$ cat config.mk
export PLATFORM = sky130hd
export DESIGN_NAME = audio_noise_gate_core_flat
export DESIGN_NICKNAME = d
export VERILOG_FILES = /design/src/rtl/core/ang_pkg.sv /design/src/rtl/core/ang_if.sv /design/src/rtl/core/ang_ctrl.sv /design/src/rtl/core/ang_dp.sv /design/src/rtl/core/audio_noise_gate_core.sv /design/src/flat_wrapper.sv
export SDC_FILE = /design/constraint.sdc
export NUM_CORES = 2
export LEC_CHECK = 0
export BUFFER_PORTS_ARGS = -buffer_cell sky130_fd_sc_hd__buf_2
export CAP_MARGIN = 20
export CORE_MARGIN = 4
export CORE_UTILIZATION = 25
export DETAILED_ROUTE_END_ITERATION = 8
export PLACE_DENSITY = 0.4
export SYNTH_ARGS = -nofsm -noshare
export SYNTH_HDL_FRONTEND = slang
export SYNTH_SLANG_ARGS = --single-unit
$ cat constraint.sdc
create_clock -name clk -period 29.6 [get_ports clk]
set_clock_uncertainty 0.05 [all_clocks]
set_input_delay 8.88 -clock clk [delete_from_list [all_inputs] [get_ports clk]]
set_output_delay 8.88 -clock clk [all_outputs]
set_load 0.05 [all_outputs]
$ cat src/rtl/core/ang_pkg.sv
`default_nettype none

package ang_pkg;

    localparam int unsigned SAMPLE_WIDTH_DEF = 24;
    localparam int unsigned HOLD_WIDTH_DEF   = 17;
    localparam int unsigned CFG_IDX_WIDTH    = 4;

    localparam logic [18:0] LOG2_TO_DB_Q16 = 19'd394566;
    localparam logic [13:0] DB_TO_LOG2_Q16 = 14'd10885;
    localparam logic signed [15:0] DB_FLOOR_Q8 = -16'sd25600;

    localparam logic signed [15:0] THRESHOLD_RST = -16'sd10240;
    localparam logic [15:0] ATTACK_RST  = 16'd65262;
    localparam logic [15:0] RELEASE_RST = 16'd65524;
    localparam logic [15:0] SMOOTH_RST  = 16'd65263;
    localparam int unsigned HOLD_RST    = 1200;
    localparam logic [14:0] RANGE_RST   = 15'd15360;

    typedef enum logic [CFG_IDX_WIDTH-1:0] {
        REG_THRESHOLD,
        REG_ATTACK,
        REG_RELEASE,
        REG_SMOOTH,
        REG_HOLD,
        REG_RANGE,
        REG_MAKEUP,
        REG_STEREO
    } reg_idx_t;

    typedef struct packed {
        logic signed [15:0] threshold_db;
        logic [15:0]        attack_coeff;
        logic [15:0]        release_coeff;
        logic [15:0]        smooth_coeff;
        logic [14:0]        range_db;
        logic signed [13:0] makeup_db;
        logic               stereo_mode;
    } cfg_t;

    typedef enum logic [4:0] {
        OP_NOP,
        OP_LOAD,
        OP_ENV_MUL1,
        OP_ENV_MUL2,
        OP_ENV_SUM,
        OP_NORM,
        OP_SQ_MUL,
        OP_SQ_UPD,
        OP_DB_MUL,
        OP_DB_FIN,
        OP_GR_MUL1,
        OP_GR_MUL2,
        OP_GR_SUM,
        OP_EXP_MUL,
        OP_EXP_SPLIT,
        OP_POW_MUL,
        OP_POW_UPD,
        OP_SHIFT,
        OP_APP_LO,
        OP_APP_HI,
        OP_APP_FIN,
        OP_PUSH
    } op_t;

    typedef struct packed {
        op_t        op;
        logic [3:0] step;
        logic       ch;
    } cmd_t;

    typedef struct packed {
        logic stereo;
    } sts_t;

    typedef logic [31:0] root_tab_t [16];

    function automatic logic [63:0] isqrt64(input logic [63:0] v);
        logic [63:0] x;
        logic [63:0] r;
        logic [63:0] b;
        x = v;
        r = '0;
        b = 64'd1 << 62;
        while (b > x)
            b = b >> 2;
        while (b != 0)
        begin
            if (x >= r + b)
            begin
                x = x - (r + b);
                r = (r >> 1) + b;
            end
            else
            begin
                r = r >> 1;
            end
            b = b >> 2;
        end
        return r;
    endfunction

    // Chained square roots of 2.0 in Q30: entry k is 2^(2^-(k+1)).
    function automatic root_tab_t make_roots();
        root_tab_t   tab;
        logic [63:0] root;
        root = 64'd1 << 31;
        for (int k = 0; k < 16; k++)
        begin
            root = isqrt64(root << 30);
            tab[k] = root[31:0];
        end
        return tab;
    endfunction

endpackage

`default_nettype wire

$ cat src/rtl/core/ang_if.sv
`default_nettype none

interface ang_frame_if
    import ang_pkg::*;
#(
    parameter int unsigned SAMPLE_WIDTH = SAMPLE_WIDTH_DEF
);
    logic                           valid;
    logic                           ready;
    logic signed [SAMPLE_WIDTH-1:0] sample_left;
    logic signed [SAMPLE_WIDTH-1:0] sample_right;

    modport source (output valid, sample_left, sample_right, input ready);
    modport sink (input valid, sample_left, sample_right, output ready);
endinterface

interface ang_result_if
    import ang_pkg::*;
#(
    parameter int unsigned SAMPLE_WIDTH = SAMPLE_WIDTH_DEF
);
    logic                           valid;
    logic                           ready;
    logic signed [SAMPLE_WIDTH-1:0] out_left;
    logic signed [SAMPLE_WIDTH-1:0] out_right;
    logic signed [15:0]             gain_reduction_db;
    logic                           gate_open;

    modport source (output valid, out_left, out_right, gain_reduction_db, gate_open,
                    input ready);
    modport sink (input valid, out_left, out_right, gain_reduction_db, gate_open,
                  output ready);
endinterface

`default_nettype wire

$ cat src/rtl/core/ang_ctrl.sv
`default_nettype none

module ang_ctrl
    import ang_pkg::*;
(
    input  wire logic clk,
    input  wire logic rst_n,
    input  wire logic frame_valid,
    output logic      frame_ready,
    output logic      result_valid,
    input  wire logic result_ready,
    input  wire sts_t sts,
    output cmd_t      cmd
);

    typedef enum logic [4:0] {
        S_IDLE,
        S_ENV1,
        S_ENV2,
        S_ENV3,
        S_NORM,
        S_SQ_MUL,
        S_SQ_UPD,
        S_DB_MUL,
        S_DB_FIN,
        S_GR1,
        S_GR2,
        S_GR3,
        S_EXP_MUL,
        S_EXP_SPLIT,
        S_POW_MUL,
        S_POW_UPD,
        S_SHIFT,
        S_APP_LO,
        S_APP_HI,
        S_APP_FIN,
        S_PUSH
    } state_t;

    state_t     state_reg, state_next;
    logic [3:0] step_reg, step_next;
    logic       ch_reg, ch_next;
    logic       out_valid_reg, out_valid_next;
    logic       slot_free;

    assign slot_free    = !out_valid_reg || result_ready;
    assign frame_ready  = (state_reg == S_IDLE);
    assign result_valid = out_valid_reg;

    always_comb
    begin
        state_next = state_reg;
        step_next  = step_reg;
        ch_next    = ch_reg;
        cmd.op     = OP_NOP;
        cmd.step   = step_reg;
        cmd.ch     = ch_reg;
        unique case (state_reg)
            S_IDLE:
            begin
                if (frame_valid)
                begin
                    cmd.op     = OP_LOAD;
                    state_next = S_ENV1;
                end
            end
            S_ENV1:
            begin
                cmd.op     = OP_ENV_MUL1;
                state_next = S_ENV2;
            end
            S_ENV2:
            begin
                cmd.op     = OP_ENV_MUL2;
                state_next = S_ENV3;
            end
            S_ENV3:
            begin
                cmd.op     = OP_ENV_SUM;
                step_next  = '0;
                state_next = S_NORM;
            end
            S_NORM:
            begin
                cmd.op = OP_NORM;
                if (step_reg == 4'd4)
                begin
                    step_next  = '0;
                    state_next = S_SQ_MUL;
                end
                else
                begin
                    step_next = step_reg + 4'd1;
                end
            end
            S_SQ_MUL:
            begin
                cmd.op     = OP_SQ_MUL;
                state_next = S_SQ_UPD;
            end
            S_SQ_UPD:
            begin
                cmd.op     = OP_SQ_UPD;
                step_next  = step_reg + 4'd1;
                state_next = (step_reg == 4'd15) ? S_DB_MUL : S_SQ_MUL;
            end
            S_DB_MUL:
            begin
                cmd.op     = OP_DB_MUL;
                state_next = S_DB_FIN;
            end
            S_DB_FIN:
            begin
                cmd.op     = OP_DB_FIN;
                state_next = S_GR1;
            end
            S_GR1:
            begin
                cmd.op     = OP_GR_MUL1;
                state_next = S_GR2;
            end
            S_GR2:
            begin
                cmd.op     = OP_GR_MUL2;
                state_next = S_GR3;
            end
            S_GR3:
            begin
                cmd.op     = OP_GR_SUM;
                state_next = S_EXP_MUL;
            end
            S_EXP_MUL:
            begin
                cmd.op     = OP_EXP_MUL;
                state_next = S_EXP_SPLIT;
            end
            S_EXP_SPLIT:
            begin
                cmd.op     = OP_EXP_SPLIT;
                step_next  = '0;
                state_next = S_POW_MUL;
            end
            S_POW_MUL:
            begin
                cmd.op     = OP_POW_MUL;
                state_next = S_POW_UPD;
            end
            S_POW_UPD:
            begin
                cmd.op     = OP_POW_UPD;
                step_next  = step_reg + 4'd1;
                state_next = (step_reg == 4'd15) ? S_SHIFT : S_POW_MUL;
            end
            S_SHIFT:
            begin
                cmd.op     = OP_SHIFT;
                ch_next    = 1'b0;
                state_next = S_APP_LO;
            end
            S_APP_LO:
            begin
                cmd.op     = OP_APP_LO;
                state_next = S_APP_HI;
            end
            S_APP_HI:
            begin
                cmd.op     = OP_APP_HI;
                state_next = S_APP_FIN;
            end
            S_APP_FIN:
            begin
                cmd.op = OP_APP_FIN;
                // run the right channel only in stereo
                if (!ch_reg && sts.stereo)
                begin
                    ch_next    = 1'b1;
                    state_next = S_APP_LO;
                end
                else
                begin
                    state_next = S_PUSH;
                end
            end
            S_PUSH:
            begin
                if (slot_free)
                begin
                    cmd.op     = OP_PUSH;
                    state_next = S_IDLE;
                end
            end
            default:
            begin
                state_next = S_IDLE;
            end
        endcase
    end

    always_comb
    begin
        if (cmd.op == OP_PUSH)
            out_valid_next = 1'b1;
        else if (result_ready)
            out_valid_next = 1'b0;
        else
            out_valid_next = out_valid_reg;
    end

    always_ff @(posedge clk or negedge rst_n)
    begin
        if (!rst_n)
        begin
            state_reg     <= S_IDLE;
            step_reg      <= '0;
            ch_reg        <= 1'b0;
            out_valid_reg <= 1'b0;
        end
        else
        begin
            state_reg     <= state_next;
            step_reg      <= step_next;
            ch_reg        <= ch_next;
            out_valid_reg <= out_valid_next;
        end
    end

    a_busy_after_accept: assert property (@(posedge clk) disable iff (!rst_n)
        (frame_valid && frame_ready) |=> !frame_ready)
        else $error("accepted a frame while busy");

    a_push_sets_valid: assert property (@(posedge clk) disable iff (!rst_n)
        (cmd.op == OP_PUSH) |=> result_valid)
        else $error("pushed result not presented");

    a_push_slot_free: assert property (@(posedge clk) disable iff (!rst_n)
        (cmd.op == OP_PUSH) |-> slot_free)
        else $error("result overwritten before taken");

    a_norm_steps: assert property (@(posedge clk) disable iff (!rst_n)
        (state_reg == S_NORM) |-> (step_reg <= 4'd4))
        else $error("normalize step out of range");

endmodule

`default_nettype wire

$ cat src/rtl/core/ang_dp.sv
`default_nettype none

module ang_dp
    import ang_pkg::*;
#(
    parameter int unsigned SAMPLE_WIDTH = SAMPLE_WIDTH_DEF,
    parameter int unsigned HOLD_WIDTH   = HOLD_WIDTH_DEF
)
(
    input  wire logic                           clk,
    input  wire logic                           rst_n,
    input  wire cmd_t                           cmd,
    input  wire cfg_t                           cfg,
    input  wire logic [HOLD_WIDTH-1:0]          hold_samples,
    input  wire logic signed [SAMPLE_WIDTH-1:0] sample_left,
    input  wire logic signed [SAMPLE_WIDTH-1:0] sample_right,
    output logic signed [SAMPLE_WIDTH-1:0]      out_left,
    output logic signed [SAMPLE_WIDTH-1:0]      out_right,
    output logic signed [15:0]                  gain_reduction_db,
    output logic                                gate_open,
    output sts_t                                sts
);

    localparam int unsigned SW = SAMPLE_WIDTH;
    localparam root_tab_t   ROOTS = make_roots();
    localparam logic [67:0] MAXV  = (68'd1 << (SW - 1)) - 68'd1;

    logic [SW-1:0]       xl_reg, xr_reg, peak_reg;
    logic [31:0]         env_reg, env_next;
    logic                envz_reg;
    logic [31:0]         nval_reg, nval_next;
    logic [4:0]          msb_reg;
    logic [30:0]         m_reg;
    logic [15:0]         frac_reg;
    logic [HOLD_WIDTH-1:0] hold_reg, hold_next;
    logic                held_reg;
    logic [31:0]         gr_acc_reg;
    logic signed [15:0]  gr_q8_reg;
    logic                gopen_reg;
    logic signed [11:0]  n_reg;
    logic [23:0]         f_reg;
    logic                gz_reg;
    logic [31:0]         r_reg;
    logic [45:0]         g_reg;
    logic [SW-1:0]       outl_reg, outr_reg;
    logic signed [67:0]  prod_reg, acc_reg;

    logic [SW-1:0]       res_l_reg, res_r_reg;
    logic signed [15:0]  res_gr_reg;
    logic                res_open_reg;

    logic signed [33:0]  mul_a, mul_b;
    logic signed [67:0]  mul_p;
    logic                mul_en;

    logic [SW-1:0]       mag_l, mag_r, mag_x, x_sel;
    logic [15:0]         env_c;
    logic [16:0]         env_cm, smooth_cm;
    logic [5:0]          norm_sh;
    logic [31:0]         sq;
    logic signed [6:0]   l2_int;
    logic signed [22:0]  l2;
    logic [21:0]         db_negin;
    logic [67:0]         dsum;
    logic [17:0]         dbneg;
    logic signed [15:0]  db;
    logic                lvl_open;
    logic signed [32:0]  acc33;
    logic [32:0]         negacc;
    logic [67:0]         gsum;
    logic [32:0]         negnew;
    logic [33:0]         rq_t;
    logic [17:0]         rq, rqn;
    logic signed [17:0]  dbsum;
    logic signed [39:0]  bsd;
    logic [67:0]         psum;
    logic [4:0]          ns;
    logic [5:0]          rs;
    logic [51:0]         gs, gr_sum;
    logic [67:0]         lo_sum, pmag, pneg;
    logic [SW-1:0]       app_res;

    function automatic logic [SW-1:0] mag_of(input logic [SW-1:0] v);
        logic [SW-1:0] nv;
        nv = -v;
        return v[SW-1] ? nv : v;
    endfunction

    assign mag_l = mag_of(sample_left);
    assign mag_r = mag_of(sample_right);
    assign x_sel = cmd.ch ? xr_reg : xl_reg;
    assign mag_x = mag_of(x_sel);

    assign env_c     = (32'(peak_reg) > env_reg) ? cfg.attack_coeff : cfg.release_coeff;
    assign env_cm    = 17'h10000 - 17'(env_c);
    assign smooth_cm = 17'h10000 - 17'(cfg.smooth_coeff);

    // envelope, normalize and log2 mantissa
    assign env_next  = 32'(((acc_reg + prod_reg + 68'sd32768) >>> 16));
    assign norm_sh   = 6'd16 >> cmd.step;
    assign nval_next = ((nval_reg >> (6'd32 - norm_sh)) == 32'd0) ?
                       (nval_reg << norm_sh) : nval_reg;
    assign sq        = prod_reg[61:30];

    assign l2_int   = $signed({2'b00, msb_reg}) - 7'(SW - 1);
    assign l2       = {l2_int, frac_reg};
    assign db_negin = l2[22] ? 22'(-l2) : 22'd0;
    assign dsum     = prod_reg + 68'sd8388608;
    assign dbneg    = dsum[41:24];
    assign db       = (envz_reg || dbneg > 18'd25600) ? DB_FLOOR_Q8 : 16'(-dbneg);
    assign lvl_open = db >= cfg.threshold_db;

    always_comb
    begin
        if (lvl_open)
            hold_next = hold_samples;
        else if (hold_reg != '0)
            hold_next = hold_reg - 1'b1;
        else
            hold_next = hold_reg;
    end

    // gain reduction smoother
    assign acc33  = 33'($signed(gr_acc_reg));
    assign negacc = (acc33 > 33'sd0) ? 33'd0 : 33'(-acc33);
    assign gsum   = acc_reg + prod_reg + 68'sd32768;
    assign negnew = gsum[48:16];
    assign rq_t   = {1'b0, negnew} + 34'd32768;
    assign rq     = rq_t[33:16];
    assign rqn    = -rq;

    // exponent split and power chain
    assign dbsum = 18'(gr_q8_reg) + 18'(cfg.makeup_db);
    assign bsd   = $signed(prod_reg[39:0]) + 40'sh0040000000;
    assign psum  = prod_reg + 68'sd536870912;
    assign ns    = (n_reg > 12'sd20) ? 5'd20 : n_reg[4:0];
    assign rs    = 6'(-n_reg);

    always_comb
    begin
        if (gz_reg)
            gs = '0;
        else if (!n_reg[11])
            gs = 52'(r_reg) << ns;
        else if (n_reg < -12'sd40)
            gs = '0;
        else
            gs = 52'(r_reg) >> rs;
    end
    assign gr_sum = gs + 52'd32;

    // apply gain and saturate
    assign lo_sum = acc_reg + 68'sd8388608;
    assign pmag   = prod_reg + (lo_sum >> 24);
    assign pneg   = -pmag;

    always_comb
    begin
        if (x_sel[SW-1])
            app_res = (pmag > MAXV + 68'd1) ? {1'b1, {(SW-1){1'b0}}} : pneg[SW-1:0];
        else
            app_res = (pmag > MAXV) ? {1'b0, {(SW-1){1'b1}}} : pmag[SW-1:0];
    end

    always_comb
    begin
        mul_a  = '0;
        mul_b  = '0;
        mul_en = 1'b1;
        case (cmd.op)
            OP_ENV_MUL1:
            begin
                mul_a = 34'(env_reg);
                mul_b = 34'(env_c);
            end
            OP_ENV_MUL2:
            begin
                mul_a = 34'(env_cm);
                mul_b = 34'(peak_reg);
            end
            OP_SQ_MUL:
            begin
                mul_a = 34'(m_reg);
                mul_b = 34'(m_reg);
            end
            OP_DB_MUL:
            begin
                mul_a = 34'(db_negin);
                mul_b = 34'(LOG2_TO_DB_Q16);
            end
            OP_GR_MUL1:
            begin
                mul_a = 34'(negacc);
                mul_b = 34'(cfg.smooth_coeff);
            end
            OP_GR_MUL2:
            begin
                mul_a = 34'(smooth_cm);
                mul_b = held_reg ? 34'sd0 : 34'({cfg.range_db, 16'h0000});
            end
            OP_EXP_MUL:
            begin
                mul_a = 34'(dbsum);
                mul_b = 34'(DB_TO_LOG2_Q16);
            end
            OP_POW_MUL:
            begin
                mul_a = 34'(r_reg);
                mul_b = 34'(ROOTS[cmd.step]);
            end
            OP_APP_LO:
            begin
                mul_a = 34'(mag_x);
                mul_b = 34'(g_reg[23:0]);
            end
            OP_APP_HI:
            begin
                mul_a = 34'(mag_x);
                mul_b = 34'(g_reg[45:24]);
            end
            default:
            begin
                mul_en = 1'b0;
            end
        endcase
    end
    assign mul_p = mul_a * mul_b;

    always_ff @(posedge clk or negedge rst_n)
    begin
        if (!rst_n)
        begin
            env_reg    <= '0;
            hold_reg   <= '0;
            gr_acc_reg <= '0;
        end
        else
        begin
            if (cmd.op == OP_ENV_SUM)
                env_reg <= env_next;
            if (cmd.op == OP_DB_FIN)
                hold_reg <= hold_next;
            if (cmd.op == OP_GR_SUM)
                gr_acc_reg <= 32'(-negnew);
        end
    end

    always_ff @(posedge clk)
    begin
        if (mul_en)
            prod_reg <= mul_p;
        if (cmd.op == OP_ENV_MUL2 || cmd.op == OP_GR_MUL2 || cmd.op == OP_APP_HI)
            acc_reg <= prod_reg;
        case (cmd.op)
            OP_LOAD:
            begin
                xl_reg   <= sample_left;
                xr_reg   <= sample_right;
                peak_reg <= (cfg.stereo_mode && mag_r > mag_l) ? mag_r : mag_l;
            end
            OP_ENV_SUM:
            begin
                nval_reg <= env_next;
                envz_reg <= (env_next == 32'd0);
                msb_reg  <= 5'd31;
            end
            OP_NORM:
            begin
                nval_reg <= nval_next;
                if (nval_next != nval_reg)
                    msb_reg <= msb_reg - norm_sh[4:0];
                m_reg    <= nval_next[31:1];
                frac_reg <= '0;
            end
            OP_SQ_UPD:
            begin
                frac_reg <= {frac_reg[14:0], sq[31]};
                m_reg    <= sq[31] ? sq[31:1] : sq[30:0];
            end
            OP_DB_FIN:
            begin
                held_reg <= lvl_open || (hold_next != '0);
            end
            OP_GR_SUM:
            begin
                gr_q8_reg <= rqn[15:0];
                gopen_reg <= negnew < 33'h001000000;
            end
            OP_EXP_SPLIT:
            begin
                gz_reg <= bsd[39];
                n_reg  <= $signed({1'b0, bsd[34:24]}) - 12'sd64;
                f_reg  <= bsd[23:0];
                r_reg  <= 32'h40000000;
            end
            OP_POW_UPD:
            begin
                if (f_reg[5'd23 - 5'(cmd.step)])
                    r_reg <= psum[61:30];
            end
            OP_SHIFT:
            begin
                g_reg <= gr_sum[51:6];
            end
            OP_APP_FIN:
            begin
                if (cmd.ch)
                    outr_reg <= app_res;
                else
                    outl_reg <= app_res;
            end
            OP_PUSH:
            begin
                res_l_reg    <= outl_reg;
                res_r_reg    <= cfg.stereo_mode ? outr_reg : '0;
                res_gr_reg   <= gr_q8_reg;
                res_open_reg <= gopen_reg;
            end
            default:
            begin
            end
        endcase
    end

    assign out_left          = res_l_reg;
    assign out_right         = res_r_reg;
    assign gain_reduction_db = res_gr_reg;
    assign gate_open         = res_open_reg;
    assign sts.stereo        = cfg.stereo_mode;

    a_gr_nonpositive: assert property (@(posedge clk) disable iff (!rst_n)
        (gr_acc_reg == 32'd0) || gr_acc_reg[31])
        else $error("gain reduction accumulator went positive");

    a_mantissa_norm: assert property (@(posedge clk) disable iff (!rst_n)
        (cmd.op == OP_SQ_MUL && !envz_reg) |-> m_reg[30])
        else $error("log mantissa not normalized");

    a_env_zero_flag: assert property (@(posedge clk) disable iff (!rst_n)
        (cmd.op == OP_ENV_SUM) |=> (envz_reg == (env_reg == 32'd0)))
        else $error("envelope zero flag out of step");

endmodule

`default_nettype wire

$ cat src/rtl/core/audio_noise_gate_core.sv
// Noise gate with hold and range for one frame of up to two linked channels.
//
// frame carries one stereo (or mono) Q1.23 frame; result returns the gated
// samples, the smoothed gain reduction in Q7.8 dB and the gate-open flag.
// Both are valid/ready channels; a transaction completes when valid and
// ready are high at a rising edge. The user must write registers through
// cfg_we/cfg_index/cfg_wdata only while the block is idle; the block does
// not enforce this itself. Unknown indexes drop.
//
// A single shared 34x34 multiplier runs the envelope, a 16-step log2
// squaring loop, the smoother, a 16-step power-of-two chain and the gain
// products one at a time. A new frame is taken only once the last result
// has been pushed to the output register.
// A finished result sits in the output register; the next frame is taken
// while it waits, and the datapath holds its new result until the slot is
// free, so a stalled receiver stops intake after at most one more frame.
// Reset clears the envelope, hold counter, gain reduction and all control
// state, and loads the register defaults.
`default_nettype none

module audio_noise_gate_core
    import ang_pkg::*;
#(
    parameter int unsigned SAMPLE_WIDTH = SAMPLE_WIDTH_DEF,
    parameter int unsigned HOLD_WIDTH   = HOLD_WIDTH_DEF
)
(
    input  wire logic                                     clk,
    input  wire logic                                     rst_n,
    input  wire logic                                     cfg_we,
    input  wire logic [CFG_IDX_WIDTH-1:0]                 cfg_index,
    input  wire logic [(HOLD_WIDTH > 16 ? HOLD_WIDTH : 16)-1:0] cfg_wdata,
    ang_frame_if.sink                                     frame,
    ang_result_if.source                                  result
);

    cfg_t                  cfg_reg;
    logic [HOLD_WIDTH-1:0] hold_reg;
    cmd_t                  cmd;
    sts_t                  sts;

    always_ff @(posedge clk or negedge rst_n)
    begin
        if (!rst_n)
        begin
            cfg_reg.threshold_db  <= THRESHOLD_RST;
            cfg_reg.attack_coeff  <= ATTACK_RST;
            cfg_reg.release_coeff <= RELEASE_RST;
            cfg_reg.smooth_coeff  <= SMOOTH_RST;
            cfg_reg.range_db      <= RANGE_RST;
            cfg_reg.makeup_db     <= '0;
            cfg_reg.stereo_mode   <= 1'b1;
            hold_reg              <= HOLD_WIDTH'(HOLD_RST);
        end
        else if (cfg_we)
        begin
            unique case (reg_idx_t'(cfg_index))
                REG_THRESHOLD: cfg_reg.threshold_db  <= cfg_wdata[15:0];
                REG_ATTACK:    cfg_reg.attack_coeff  <= cfg_wdata[15:0];
                REG_RELEASE:   cfg_reg.release_coeff <= cfg_wdata[15:0];
                REG_SMOOTH:    cfg_reg.smooth_coeff  <= cfg_wdata[15:0];
                REG_HOLD:      hold_reg              <= cfg_wdata[HOLD_WIDTH-1:0];
                REG_RANGE:     cfg_reg.range_db      <= cfg_wdata[14:0];
                REG_MAKEUP:    cfg_reg.makeup_db     <= cfg_wdata[13:0];
                REG_STEREO:    cfg_reg.stereo_mode   <= cfg_wdata[0];
                default:
                begin
                end
            endcase
        end
    end

    ang_ctrl u_ctrl (
        .clk          (clk),
        .rst_n        (rst_n),
        .frame_valid  (frame.valid),
        .frame_ready  (frame.ready),
        .result_valid (result.valid),
        .result_ready (result.ready),
        .sts          (sts),
        .cmd          (cmd)
    );

    ang_dp #(
        .SAMPLE_WIDTH (SAMPLE_WIDTH),
        .HOLD_WIDTH   (HOLD_WIDTH)
    ) u_dp (
        .clk               (clk),
        .rst_n             (rst_n),
        .cmd               (cmd),
        .cfg               (cfg_reg),
        .hold_samples      (hold_reg),
        .sample_left       (frame.sample_left),
        .sample_right      (frame.sample_right),
        .out_left          (result.out_left),
        .out_right         (result.out_right),
        .gain_reduction_db (result.gain_reduction_db),
        .gate_open         (result.gate_open),
        .sts               (sts)
    );

endmodule

`default_nettype wire

$ cat src/flat_wrapper.sv
// flat-port wrapper written by rule: the top's interface ports become plain ports
module audio_noise_gate_core_flat import ang_pkg::*;
#(
    parameter int unsigned SAMPLE_WIDTH = SAMPLE_WIDTH_DEF,
    parameter int unsigned HOLD_WIDTH   = HOLD_WIDTH_DEF
)
  (clk, rst_n, cfg_we, cfg_index, cfg_wdata, frame_valid, frame_sample_left, frame_sample_right, frame_ready, result_valid, result_out_left, result_out_right, result_gain_reduction_db, result_gate_open, result_ready);
  ang_frame_if #(.SAMPLE_WIDTH(SAMPLE_WIDTH)) frame_i ();
  ang_result_if #(.SAMPLE_WIDTH(SAMPLE_WIDTH)) result_i ();
  input  wire logic clk;
  input  wire logic rst_n;
  input  wire logic cfg_we;
  input  wire logic [CFG_IDX_WIDTH-1:0] cfg_index;
  input  wire logic [(HOLD_WIDTH > 16 ? HOLD_WIDTH : 16)-1:0] cfg_wdata;
  input wire logic [$bits(frame_i.valid)-1:0] frame_valid;
  input wire logic [$bits(frame_i.sample_left)-1:0] frame_sample_left;
  input wire logic [$bits(frame_i.sample_right)-1:0] frame_sample_right;
  output wire logic [$bits(frame_i.ready)-1:0] frame_ready;
  output wire logic [$bits(result_i.valid)-1:0] result_valid;
  output wire logic [$bits(result_i.out_left)-1:0] result_out_left;
  output wire logic [$bits(result_i.out_right)-1:0] result_out_right;
  output wire logic [$bits(result_i.gain_reduction_db)-1:0] result_gain_reduction_db;
  output wire logic [$bits(result_i.gate_open)-1:0] result_gate_open;
  input wire logic [$bits(result_i.ready)-1:0] result_ready;
  assign frame_i.valid = frame_valid;
  assign frame_i.sample_left = frame_sample_left;
  assign frame_i.sample_right = frame_sample_right;
  assign frame_ready = frame_i.ready;
  assign result_valid = result_i.valid;
  assign result_out_left = result_i.out_left;
  assign result_out_right = result_i.out_right;
  assign result_gain_reduction_db = result_i.gain_reduction_db;
  assign result_gate_open = result_i.gate_open;
  assign result_i.ready = result_ready;
  audio_noise_gate_core #(.SAMPLE_WIDTH(SAMPLE_WIDTH), .HOLD_WIDTH(HOLD_WIDTH)) u_core (.clk(clk), .rst_n(rst_n), .cfg_we(cfg_we), .cfg_index(cfg_index), .cfg_wdata(cfg_wdata), .frame(frame_i), .result(result_i));
endmodule
### Word-level counts from Yosys, hierarchy flattened

Memory sizes are Yosys's and may differ from the RTL's.
Cells that the tools add are included.

* add/sub/neg operators: 29
* $mul: 1
* order comparisons: 12
* eq/ne operators: 57
* shifts and indexed selects: 5
* mux-type cells: 51
* bitwise gates (word level): 2
* reduce and logical (&&, ||, !) cells: 39

Operator list (count)
* 32-bit one-hot mux with 10 select lines: 1
* 34-bit one-hot mux with 9 select lines: 1
* 5-bit one-hot mux with 21 select lines: 2
* 24-bit 2-to-1 mux: 8
* 52-bit 2-to-1 mux: 3
* 32-bit 2-to-1 mux: 4
* 32-bit one-hot mux with 2 select lines: 2
* 24-bit negation: 4
* 5-bit by 4-bit equality test with 1-bit output, second input constant: 16
* 67-bit by 25-bit adder with 68-bit output, second input constant: 1
* 68-bit by 44-bit adder with 68-bit output: 1
* 68-bit by 23-bit greater-than comparator with 1-bit output, second input constant: 1
* 68-bit by 24-bit greater-than comparator with 1-bit output, second input constant: 1
* 34-bit by 33-bit multiplier with 67-bit output: 1
* 32-bit logical NOT: 2
* 62-bit by 31-bit adder with 62-bit output, second input constant: 1
* 31-bit 2-to-1 mux: 2
* 31-bit one-hot mux with 2 select lines: 1
* 5-bit equality test, second input constant: 11
* 52-bit by 6-bit adder with 52-bit output, second input constant: 1
* 32-bit by 5-bit left shift with 52-bit output: 1
* 32-bit by 6-bit right shift with 52-bit output: 1
* 49-bit by 17-bit adder with 49-bit output, second input constant: 1
* 49-bit adder: 1
* other kinds (67): 128

* register bits after elaboration: 740
* bits in read-only memories: 512
* input bits: 74
* output and inout bits: 67
* word-level logic and storage cells: 236
* memories: 1

Memories
* (name not given): words 16, width 32, rd ports 1, clocked after Yosys merged registers in 0, wr ports 0, RTL line ang_dp.sv:209 `mul_b = 34'(ROOTS[cmd.step]);`

### Depth between registers and ports, before layout

* depth after elaboration: 8
* depth in mapped cells: 53
* gate-level depth less buffers: 50

### Cells and area by module

Synthesis repeated with hierarchy kept, for this count alone.

* cell total of the unflattened synthesis: 9778
* area, all modules: 89991.3 um^2

Modules (own cells, without submodules)
* ang_dp: instances 1, cells each 9432, area each 84853.9 um^2, sequential area each 17912.2 um^2
* audio_noise_gate_core: instances 1, cells each 244, area each 4306.6 um^2, sequential area each 2844.0 um^2
* ang_ctrl: instances 1, cells each 102, area each 830.8 um^2, sequential area each 275.3 um^2

### Worst setup path after synthesis

OpenSTA, ideal clock, no wires.

* kind: in2reg
* start: input frame_valid
* end: register u_core.u_dp.prod_reg[63] (data pin)
* library setup time: 0.258 ns
* data arrival time: 19.476 ns
* required time: 29.292 ns
* slack: 9.816 ns
* stages on the path: 42
* buffers on the path: 3
* cells stage by stage: o41ai_1 -> o21ai_1 -> buf_2 -> nand2_1 -> clkbuf_1 -> a21oi_1 -> nor4_1 -> nor3b_1 -> nor3b_1 -> xor2_1 -> o21ai_1 -> clkbuf_1 -> nand2_1 -> fa_1 -> fa_1 -> inv_1 -> fa_1 -> inv_1 -> [6 not listed] -> fa_1 -> inv_1 -> ha_1 -> a21o_1 -> a211o_1 -> a211oi_1 -> a211o_1 -> a31oi_1 -> o22a_1 -> a41o_1 -> o211ai_1 -> o2111ai_1 -> a31oi_1 -> o21ai_0 -> a2111oi_0 -> o31ai_1 -> a21oi_1 -> xnor2_1

* cells in the longest elaborated chain, start to end: 6
* elaborated cells between the ends (all ways): 16
* classes of those cells: mul: 1; eq/ne: 10; mux: 4; reduce/logical: 1

RTL lines
* from (decl): RTL line flat_wrapper.sv:15 `input wire logic [$bits(frame_i.valid)-1:0] frame_valid;`
* 1-bit 2-to-1 mux *: RTL line ang_ctrl.sv:61 `if (frame_valid)`
* 5-bit one-hot mux with 21 select lines *: RTL line ang_ctrl.sv:58 `unique case (state_reg)`
* 5-bit equality test: RTL line ang_dp.sv:170 `case (cmd.op)`
* 2-bit OR reduction (no line)
* 34-bit one-hot mux with 9 select lines: RTL line ang_dp.sv:170
* 34-bit by 33-bit multiplier with 67-bit output *: RTL line ang_dp.sv:227 `assign mul_p = mul_a * mul_b;`
* via u_core.u_dp.mul_p[63]: RTL line ang_dp.sv:53 `logic signed [67:0] mul_p;`
* to (signal assigned): RTL line ang_dp.sv:251 `prod_reg <= mul_p;`
* to (decl): RTL line ang_dp.sv:46 `logic signed [67:0] prod_reg, acc_reg;`

The timed path passes the listed nets; every way through them passes the cells marked *.
A chain may end at the register's enable or synchronous reset.

### Worst setup path in the final report

Ends and elaborated chain as after synthesis.

==> summary.md <==
| Metric | Value |
|---|---|
| Outcome | `complete, no violations` |
| Routed len/inst | `26.4 microns` |
| Initial core utilization | `25.1%` |
| Cell count after synthesis | `9529` |
| RSZ-0062 raised after global routing | `false` |
| Number of flip-flops under the largest register name | `94` |
| Routed Antenna Nets | `0` |
| Most area-consuming cells after synthesis | `fa_1 (25%), edfxtp_1 (18%), ha_1 (6.3%)` |
| Final-report max-slew violation count | `0` |
| CP startpoint kind | `input pin` |
| Worst-Skew Late Latency | `0.73 ns` |
| Worst Tran Pin Value | `1.30 ns` |
| Initial DRC count | `6853` |
| Crit path max-delay cell type | `nand2_1` |
| # IOs | `141` |
| Setup violators final | `0` |
| HP Class | `reg -> reg` |
| Storage cell area | `21000 sq um` |
| Layout net count | `11197` |
| DIE WIDTH | `603 microns` |
| Ratio of cells with drive above 1 in the final layout | `9.30%` |
| CTS tree | `yes` |
| CTS Hold Bufs | `0` |
| Initial antenna violation count | `58` |
| First-pass GRT wire length | `543 mm` |
| Die height | `603 microns` |
| Setup Buffers After CTS | `0` |
| Core footprint | `353000 sq um` |
| Largest delay contributor family on the critical path | `compound AO/OA/AOI/OAI gates` |
| CTS H-Tree Depth | `3` |
| CP dominant cell by count | `fa_1` |
| Die Footprint | `364000 sq um` |
| Vias/cell | `5.01` |
| Site row count | `218` |
| Worst Path Required | `30.03 ns` |
| IO Port Bufs | `140` |
| First-pass iteration count of the detailed router | `8` |
| Post-CTS sizing | `0` |
| Total GRT Usage | `20.5%` |
| Final hold violations | `0` |
| Clock sinks | `732` |
| Worst-case clock buffer depth | `3` |
| Share of the synthesized area in the top cell type | `25.1%` |
| Number of global-route vias before repair | `73320` |
| CP arrival | `22.52 ns` |
| Rel. slew slack | `13.4%` |
| Fillers | `37457` |
| Clk slew on worst S/H paths | `0.09 ns` |
| HPWL after DPL | `302 mm` |
| WP buf/inv | `7` |
| Ys flop type | `edfxtp_1` |
| Gr ovfl total | `0` |
| Largest net degree at the start of global routing | `85` |
| WS Path Type | `in -> reg` |
| Period utilization | `74.6%` |
| Area Overhead vs Synth | `11.8%` |
| Crit-path max cell delay | `0.84 ns` |
| Crit-path max FO | `34` |
| Via count | `72082` |
| Crit path time final | `22.09 ns` |
| Area of the multi-input gates | `61500 sq um` |
| Max Clock Freq | `45.3 MHz` |
| Total CTS buffers | `89` |
| Setup TNS Final | `0 ns` |
| Post-Route WL | `380 mm` |
| Average size of a mapped cell | `9.29 sq um` |
| Post-synth top area cell | `fa_1` |
| Cell area after synthesis | `88500 sq um` |
| Async set-reset flop share out of synthesis | `27.7%` |
| Synth unique cells | `110` |
| Crit. End Element | `register` |
| Yosys reg bits | `732` |
| Max-capacitance violation count | `0` |
| Synthesis Warnings | `0` |
| Post-synth EDFFs | `529` |
| CTS Root Cell | `clkbuf_16` |
| Gpl congestion | `0.962` |
| DRC | `0` |
| Seq/Total Area, Yosys | `23.8%` |
[final cells by class]
class	instances	area share [%]
Inverter	1365	5.18
Sequential cell	732	21.3
Timing Repair Buffer	363	2.43
Antenna cell	11	0.0278
Tap cell	4730	5.98
Multi-Input combinational cell	7018	62.1
Clock buffer	117	2.44
Clock inverter	49	0.554
[placed cells by master (no fill, tap or decap), types with 23 or more instances in the layout]
cell,count
a211oi_1,58
a21o_1,152
a21oi_1,471
a221oi_1,33
a222oi_1,26
a31oi_1,56
and2_1,171
and3_1,68
buf_2,141
buf_4,218
clkbuf_1,23
clkbuf_16,92
conb_1,76
dfrtp_1,149
dfstp_2,53
edfxtp_1,529
fa_1,1109
ha_1,445
inv_1,1359
mux2_2,137
mux2i_1,250
mux4_2,49
nand2_1,1279
nand2b_1,56
nand3_1,166
nand4_1,87
nor2_1,655
nor2b_1,56
nor3_1,116
nor4_1,50
o211ai_1,36
o21a_1,41
o21ai_0,331
o21bai_1,30
o31ai_1,30
or3_1,44
xnor2_1,311
xor2_1,167
[synthesized netlist by cell type (26+ instances only)]
library cell / n
a211oi_1: 58
a21o_1: 153
a21oi_1: 479
a221oi_1: 37
a222oi_1: 26
a31oi_1: 56
and2_1: 171
and3_1: 69
buf_1: 36
clkbuf_1: 422
dfrtp_1: 150
dfstp_2: 53
edfxtp_1: 529
fa_1: 1109
ha_1: 445
inv_1: 1359
mux2_2: 137
mux2i_1: 251
mux4_2: 49
nand2_1: 1283
nand2b_1: 58
nand3_1: 169
nand4_1: 87
nor2_1: 662
nor2b_1: 56
nor3_1: 122
nor4_1: 52
o211ai_1: 36
o21a_1: 41
o21ai_0: 337
o21bai_1: 30
o221ai_1: 26
o31ai_1: 31
or3_1: 44
xnor2_1: 320
xor2_1: 176
[per-stage QoR]
| stage | cell area, sq um | setup slack [ns] | cells | utilization (%) | hold WS [ns] |
|---|---|---|---|---|---|
| 4_1_cts | 98900 | 7.73 | 14371 | 28.0 | 0.370 |
| 2_1_floorplan | 88800 | 9.82 | 9603 | - | 0.350 |
| 3_5_place_dp | 96000 | 7.16 | 14205 | 27.2 | 0.355 |
| 6_report | 99000 | 7.51 | 14385 | 28.1 | 0.368 |
| 5_1_grt | 98900 | 6.98 | 14374 | 28.1 | 0.373 |
| 3_3_place_gp | 95900 | 7.33 | 14202 | 27.2 | 0.356 |
[final timing paths]
check	from	end	slack (ns)	cells past startpoint
max in group asynchronous	rst_n	u_core.u_ctrl.ch_reg$_DFFE_PN0P_	18.93	3
hold reg to reg	u_core.u_dp.outl_reg[11]$_DFFE_PP_	u_core.u_dp.out_left[11]$_DFFE_PP_	0.37	0
setup / recovery	frame_valid	u_core.u_dp.prod_reg[63]$_DFFE_PP_	7.51	41
hold / removal	u_core.u_dp.outl_reg[11]$_DFFE_PP_	u_core.u_dp.out_left[11]$_DFFE_PP_	0.37	0
min in group asynchronous	rst_n	u_core.u_dp.hold_reg[12]$_DFFE_PN0N_	8.10	1
setup reg to reg	u_core.u_ctrl.state_reg[2]$_DFFE_PN0P_	u_core.u_dp.prod_reg[63]$_DFFE_PP_	14.37	43
[cell families after synthesis]
| family | after synthesis | share of synthesized area [%] |
|---|---|---|
| flops | 732 | 23.8 |
| fa+ha+maj | 1554 | 31.4 |
| other cells | 2 | 0.00848 |
| mux | 437 | 5.83 |
| xor+xnor | 496 | 4.91 |
| compound gates | 1561 | 11.4 |
| simple gates | 2894 | 14.8 |
| buf+inv | 1853 | 7.93 |
[layer usage]
layer	GRT usage [%]	part of all wire, %	routed length [microns]
met4	6.71	3.9	14800
met5	0	0.012	45
met1	29.1	45	172000
met3	3.16	6.6	25000
met2	31.8	44	168000
[worst reg2reg max path: cells and delay by family (launching register included)]
kind	cells	cell delay, ns
AO/OA/AOI/OAI	17	4.95
XOR/XNOR	2	0.33
adder cells (fa/ha/maj)	9	4.41
buffers and inverters	6	1.01
flip-flops	1	0.63
AND/OR/NAND/NOR	9	3.59
Power is left out: the tool's default activity adds up to more than one toggle a clock period on the data nets, which glitch-free logic cannot reach.
